$ cat src/rtl/echs_pkg.sv
`timescale 1ns / 1ps
`default_nettype none
package echs_pkg;
	localparam int TableDepthDefault = 1024;
	localparam logic [63:0] FnvOffset = 64'd1469598103934665603;
	localparam logic [63:0] FnvPrime = 64'd1099511628211;
	localparam logic [63:0] MixMult = 64'hd6e8feb86659fd93;
	localparam logic [4:0] MinLog2 = 5'd4;

	localparam logic [1:0] ACT_LOOKUP = 2'd0;
	localparam logic [1:0] ACT_COMMIT = 2'd1;
	localparam logic [1:0] ACT_CLEAR = 2'd2;

	typedef struct packed {
		logic [1:0] action;
		logic [31:0] key_top;
		logic [63:0] key_middle;
		logic [63:0] key_bottom;
		logic mark_originally_delegated;
		logic mark_delegation_set;
		logic [15:0] expected_count;
	} item_t;

	typedef struct packed {
		logic was_seen;
		logic is_originally_delegated;
		logic has_delegation_set;
		logic table_full;
	} result_t;

	typedef struct packed {
		logic start;
		logic [63:0] a;
		logic [63:0] b;
	} mul_req_t;
endpackage
`default_nettype wire

$ cat src/rtl/echs_mul.sv
`timescale 1ns / 1ps
`default_nettype none
// 64x64 low-half multiplier built from three 32x32 partial products,
// one partial product per cycle. The product is valid while done is high.
module echs_mul (
	input wire logic clk,
	input wire logic arst_n,
	input wire echs_pkg::mul_req_t req,
	output logic [63:0] prod,
	output logic done
);
	import echs_pkg::*;

	logic [1:0] step_q;
	logic busy_q;
	logic [63:0] a_q, b_q, acc_q;
	logic [31:0] x, y;
	logic [63:0] pp;

	always_comb begin
		x = step_q[0] ? a_q[63:32] : a_q[31:0];
		y = step_q[1] ? b_q[63:32] : b_q[31:0];
	end
	assign pp = {32'd0, x} * {32'd0, y};

	always_ff @(posedge clk or negedge arst_n) begin
		if (!arst_n) begin
			busy_q <= 1'b0;
			step_q <= 2'd0;
			done <= 1'b0;
		end else begin
			done <= 1'b0;
			if (req.start) begin
				busy_q <= 1'b1;
				step_q <= 2'd0;
			end else if (busy_q) begin
				// Step 3 (high times high) only affects bits above 63 and is skipped.
				if (step_q == 2'd2) begin
					busy_q <= 1'b0;
					done <= 1'b1;
				end
				step_q <= step_q + 2'd1;
			end
		end
	end

	always_ff @(posedge clk) begin
		if (req.start) begin
			a_q <= req.a;
			b_q <= req.b;
			acc_q <= 64'd0;
		end else if (busy_q) begin
			case (step_q)
				2'd0: acc_q <= acc_q + pp;
				2'd1: acc_q <= acc_q + {pp[31:0], 32'd0};
				2'd2: acc_q <= acc_q + {pp[31:0], 32'd0};
				default: acc_q <= acc_q;
			endcase
		end
	end
	assign prod = acc_q;
endmodule
`default_nettype wire

$ cat config.mk
export PLATFORM = sky130hd
export DESIGN_NAME = echs_mul
export DESIGN_NICKNAME = d
export VERILOG_FILES = /design/src/rtl/echs_pkg.sv /design/src/rtl/echs_mul.sv
export SDC_FILE = /design/constraint.sdc
export NUM_CORES = 2
export LEC_CHECK = 0
export ABC_CLOCK_PERIOD_IN_PS = 14900
export BUFFER_PORTS_ARGS = -buffer_cell sky130_fd_sc_hd__buf_4
export CORE_MARGIN = 2
export CORE_UTILIZATION = 66
export CTS_BUF_LIST = sky130_fd_sc_hd__clkbuf_8
export DETAILED_ROUTE_END_ITERATION = 10
export PLACE_DENSITY = 0.85
export SLEW_MARGIN = 5
export SYNTH_ARGS = -nofsm -noshare
export SYNTH_HDL_FRONTEND = slang
export SYNTH_SLANG_ARGS = --single-unit
$ cat constraint.sdc
create_clock -name clk -period 14.9 [get_ports clk]
set_input_delay 1.49 -clock clk [delete_from_list [all_inputs] [get_ports clk]]
set_output_delay 1.49 -clock clk [all_outputs]
set_load 0.01 [all_outputs]
## After elaboration in Yosys (flattened, before gate mapping)

Cells that the tools add are included.

| cells by class | value |
|---|---|
| add/sub/neg operators | 3 |
| multiply operators | 1 |
| eq/ne operators | 2 |
| mux-type cells | 11 |
| reductions and logical operators | 5 |

Operators by type and width:

| kind | number |
|---|---|
| $add A64 B64 Y64 | 2 |
| $pmux W64 S2 | 1 |
| $mul A32 B32 Y64 | 1 |
| $mux W32 | 2 |
| $mux W1 | 6 |
| $mux W2 | 2 |
| $reduce_bool A2 Y1 | 2 |
| $add A2 B1 Y2 const B | 1 |
| $eq A2 B1 Y1 const B | 1 |
| $eq A2 B2 Y1 const B | 1 |
| $logic_not A2 Y1 | 1 |
| $reduce_and A2 Y1 | 1 |
| $reduce_or A2 Y1 | 1 |

| word-level totals | value |
|---|---|
| flip-flop bits (word level) | 196 |
| input bits | 131 |
| output and inout bits | 65 |
| logic and storage cells | 28 |

## Depth between registers and ports, before layout

| logic depth | value |
|---|---|
| depth in word-level cells | 4 |
| mapped depth | 43 |
| gate-level depth less buffers | 39 |

## Worst setup path after synthesis

No wires, ideal clock.

| timing path | value |
|---|---|
| kind | reg2reg |
| start point | register step_q[1] |
| end point | register acc_q[56], in the netlist prod[56] |
| library setup time | 0.086 ns |
| arrival time | 10.287 ns |
| data required time | 14.814 ns |
| setup slack | 4.527 ns |
| stages on the path, launching flop included | 41 |
| clock period less this slack | 10.373 ns |
| cell sequence | dfrtp_1 clkbuf_1 buf_1 mux2i_1 clkbuf_1 nor2_1 fa_1 inv_1 fa_1 fa_1 fa_1 inv_1 fa_1 inv_1 fa_1 inv_1 fa_1 fa_1 [5 not listed] nor3_1 nor2_1 o21bai_1 a21oi_1 xnor2_1 ha_1 clkbuf_1 a21oi_1 o21ai_1 a21oi_1 nor2_1 a211o_1 a211o_1 a31oi_4 o31ai_4 a311oi_2 xor2_1 a221oi_2 |

| on the way | value |
|---|---|
| longest elaborated chain between the ends | 4 |

RTL lines:

| element | line | text |
|---|---|---|
| start, declared | echs_mul.sv:14 | `logic [1:0] step_q;` |
| start signal, assigned | echs_mul.sv:42 | `step_q <= step_q + 2'd1;` |
| $mux W32 (tied with other cells) | echs_mul.sv:22 | `y = step_q[1] ? b_q[63:32] : b_q[31:0];` |
| $mul A32 B32 Y64 or $reduce_or A2 Y1 (tied branches) | n/a |  |
| $add A64 B64 Y64 (tied with other cells) | echs_mul.sv:55, echs_mul.sv:56 |  |
| $pmux W64 S2 or $reduce_and A2 Y1 (tied branches) | n/a |  |
| end signal, assigned | echs_mul.sv:54 | `2'd0: acc_q <= acc_q + pp;` |
| end signal, assigned | echs_mul.sv:55 | `2'd1: acc_q <= acc_q + {pp[31:0], 32'd0};` |
| end signal, assigned | echs_mul.sv:56 | `2'd2: acc_q <= acc_q + {pp[31:0], 32'd0};` |
| end, declared | echs_mul.sv:16 | `logic [63:0] a_q, b_q, acc_q;` |

Several ways; a longest one is shown, not always the timed one.
A chain may end at the register's enable or synchronous reset.

## Final worst setup path

| timing path | value |
|---|---|
| start point | register step_q[1] |
| end point | register acc_q[63], in the netlist prod[63] |

The elaborated chain is that of the path after synthesis.

==> out/qor.csv <==
stage;metric;value;unit
run_status;status;completed;
route;drt_iter0_markers;4102;
global_routing;grt_pass1_wl;225;mm
critical_path;crit_fanout;36;
final_layout;ff_latch_area;5230;um2
placed_design;gp_congestion;1.02;
route;dr.pass1.iters;7;
synthesis;netlist_area;44700;um2
critical_path;cp_slowest_stage_delay;0.97;ns
floorplan;die-height;264;um
sta;slew_viol_final;0;
floorplan;core_area;67200;um2
route;vias_per_cell;6.29;
sta;layout_setup_ws;2.97;ns
sta;timing.setup.tns;0;ns
route;via_count;37100;
critical_path;critPathTopFamily;adder cells;
sta;fmax;83.8;MHz
cts;htree_num_levels;4;
final_layout;drive_gt1_frac;0.0877;
floorplan;start_util;0.666;
sta;finalClockSkew;0.0311;ns
placed_design;pre_cts_slack;3.25;ns
placed_design;dp_hpwl;117;mm
critical_path;worstPathArrival;12.44;ns
critical_path;critPathLaunchType;flip-flop;
sta;relSlewSlack;0.189;
critical_path;end_kind;flip-flop;
sta;rsz0062_at_grt;no;
route;dr_wl_met2;60.7;mm
cts;cts_resized;0;
sta;finalSetupViolations;0;
cts;insertion_delay;0.62;ns
final_layout;fin_cells;5893;
synthesis;synth_sequential_area_ratio;0.117;
cts;cts_tree;built;
route;drt-total-wl;144;mm
flow_run;maxCapViolations;0;
synthesis;ys_warn_count;0;
synthesis;synthFlopType;edfxtp_1;
critical_path;crit_top_cell;fa_1;
floorplan;pin_count;196;
global_routing;grtUsageTotal;0.429;
floorplan;num_rows;95;
critical_path;path_class;reg -> reg;
synthesis;postSynthAreaPerCell;9.05;um2
cts;cts_buffers;17;
synthesis;synth_async_sr_flop_share;0.0204;
cts;cts-root-buf;clkbuf_8;
final_layout;final_cell_mix;fa_1, inv_1, nor2_1;
floorplan;fp.dieArea;69900;um2
synthesis;synth_edf_count;128;
cts;cts.reportedPaths.clkPinSlew;0.12;ns
cts;cts_num_sinks;196;
route;routed-wl-met3;21.8;mm
floorplan;die_x;264;um
cts;clockBufferDepth;2;
synthesis;ys_ff_latch;196;
final_layout;area_growth;6.31;%
route;dr.max_layer_used;met5;
sta;worst_slew_pin_slew;1.19;ns
synthesis;syn_inst;4942;
placed_design;dp_cells;5860;
sta;period_share;0.801;
global_routing;antenna_found_initial;5;
sta;period_minus_slack;11.93;ns
synthesis;synth_cell_type_count;83;
final_layout;utilization;0.708;
critical_path;crit_slowest_cell;dfrtp_4;
critical_path;path_buf_inv;4;
sta;final-hold-violation-count;0;
placed_design;port_buffers;195;
route;ant_nets;0;
cts;ctsHoldBuffers;0;
route;wire_per_inst;24.5;um
synthesis;syn-num-nets;6342;
final_layout;final_common_cell;fa_1;
final_layout;nNetsFinal;6406;
route;wl_met1;51.7;mm
final_layout;fillers;4943;
final_layout;multiInputGateArea;35600;um2
global_routing;grt_overflow;0;
critical_path;cp.required;15.41;ns
hold_path;hold_class;reg -> reg;
cts;cts_setup_buffers;0;
global_routing;grt_start_max_net_pins;74;
global_routing;grt_pass1_vias;39000;
route;route.detailed.drc;0;
-- path summary, 6_finish.rpt --
kind                                             from               endpoint  slack (ns)  depth (start not counted)
max in group asynchronous                      arst_n  step_q[1]$_DFFE_PN0P_       14.12                          1
worst min-delay path            prod[31]$_SDFFE_PP0P_  prod[31]$_SDFFE_PP0P_        0.54                          2
worst max register to register  step_q[1]$_DFFE_PN0P_  prod[63]$_SDFFE_PP0P_        2.97                         37
worst min register to register  prod[31]$_SDFFE_PP0P_  prod[31]$_SDFFE_PP0P_        0.54                          2
worst max-delay path            step_q[1]$_DFFE_PN0P_  prod[63]$_SDFFE_PP0P_        2.97                         37
min in group asynchronous                      arst_n  step_q[0]$_DFFE_PN0P_        0.65                          1
-- metal layers --
| metal | global-route usage | vias up |
|---|---|---|
| met5 | 0 | - |
| met4 | 0.240 | 8 |
| met3 | 0.161 | 633 |
| met2 | 0.621 | 2720 |
| met1 | 0.557 | 18200 |
| li1 | - | 15600 |
-- worst register-to-register path: cells and delay by family (launching register included) --
| family | cells | cell delay, ns |
|---|---|---|
| simple gates | 3 | 0.65 |
| mux | 1 | 0.32 |
| buf+inv | 4 | 1.14 |
| fa+ha+maj | 10 | 4.80 |
| compound gates | 17 | 3.67 |
| flops | 1 | 0.97 |
| xor+xnor | 2 | 0.29 |
-- cell families after synthesis --
kind of cell | after synthesis | share of synthesized area
buffers and inverters | 1089 | 0.0923
adders and majority gates | 1269 | 0.506
muxes | 131 | 0.0310
AOI/OAI and AO/OA | 604 | 0.0891
DFF | 196 | 0.117
xor gates and xnor gates | 143 | 0.0280
and+or+nand+nor | 1510 | 0.137
-- cell usage after synthesis (all sizes together) (11+ instances only) --
master / number / area, um2
and2: 14 / 87.6
buf: 25 / 110
mux2i: 70 / 701
o31ai: 11 / 120
o21bai: 29 / 218
a22oi: 27 / 203
nand2: 600 / 2250
edfxtp: 128 / 3840
nor2: 712 / 2670
inv: 870 / 3270
a31oi: 18 / 158
nand3: 27 / 135
a211oi: 26 / 195
dfxtp: 64 / 1280
clkbuf: 191 / 722
or3: 13 / 83.8
fa: 898 / 18000
nor3: 26 / 130
mux2: 61 / 687
and3: 16 / 101
a21o: 85 / 641
o21a: 11 / 82.6
xnor2: 87 / 762
xor2: 56 / 490
o21ai: 114 / 574
nor2b: 17 / 106
ha: 371 / 4640
nand4: 31 / 194
nand2b: 20 / 125
a21oi: 196 / 1000
o211ai: 16 / 130
-- state kept, by name, indices dropped and copies added, names as in the netlist --
signal,count
prod,64
step_q,2
a_q,64
b_q,64
done,1
busy_q,1
-- stage by stage --
stage	instance area (um2)	hold WS [ns]
final	47600	0.545
after global routing	47600	0.559
after CTS	47600	0.544
after detailed placement	47200	0.522
after global placement	47200	0.519
after floorplan	44700	0.492
-- layout make-up --
class | count | share of cell area
multi-input cells | 3657 | 0.748
flip-flops and latches | 196 | 0.110
inverters | 870 | 0.0686
repair buffers | 264 | 0.0417
well taps | 873 | 0.0230
clock buffers | 17 | 0.00492
clock inverters | 15 | 0.00373
diodes | 1 | 0.0000526
Power is left out: the tool's default activity adds up to more than one toggle a clock period on the data nets, which glitch-free logic cannot reach.
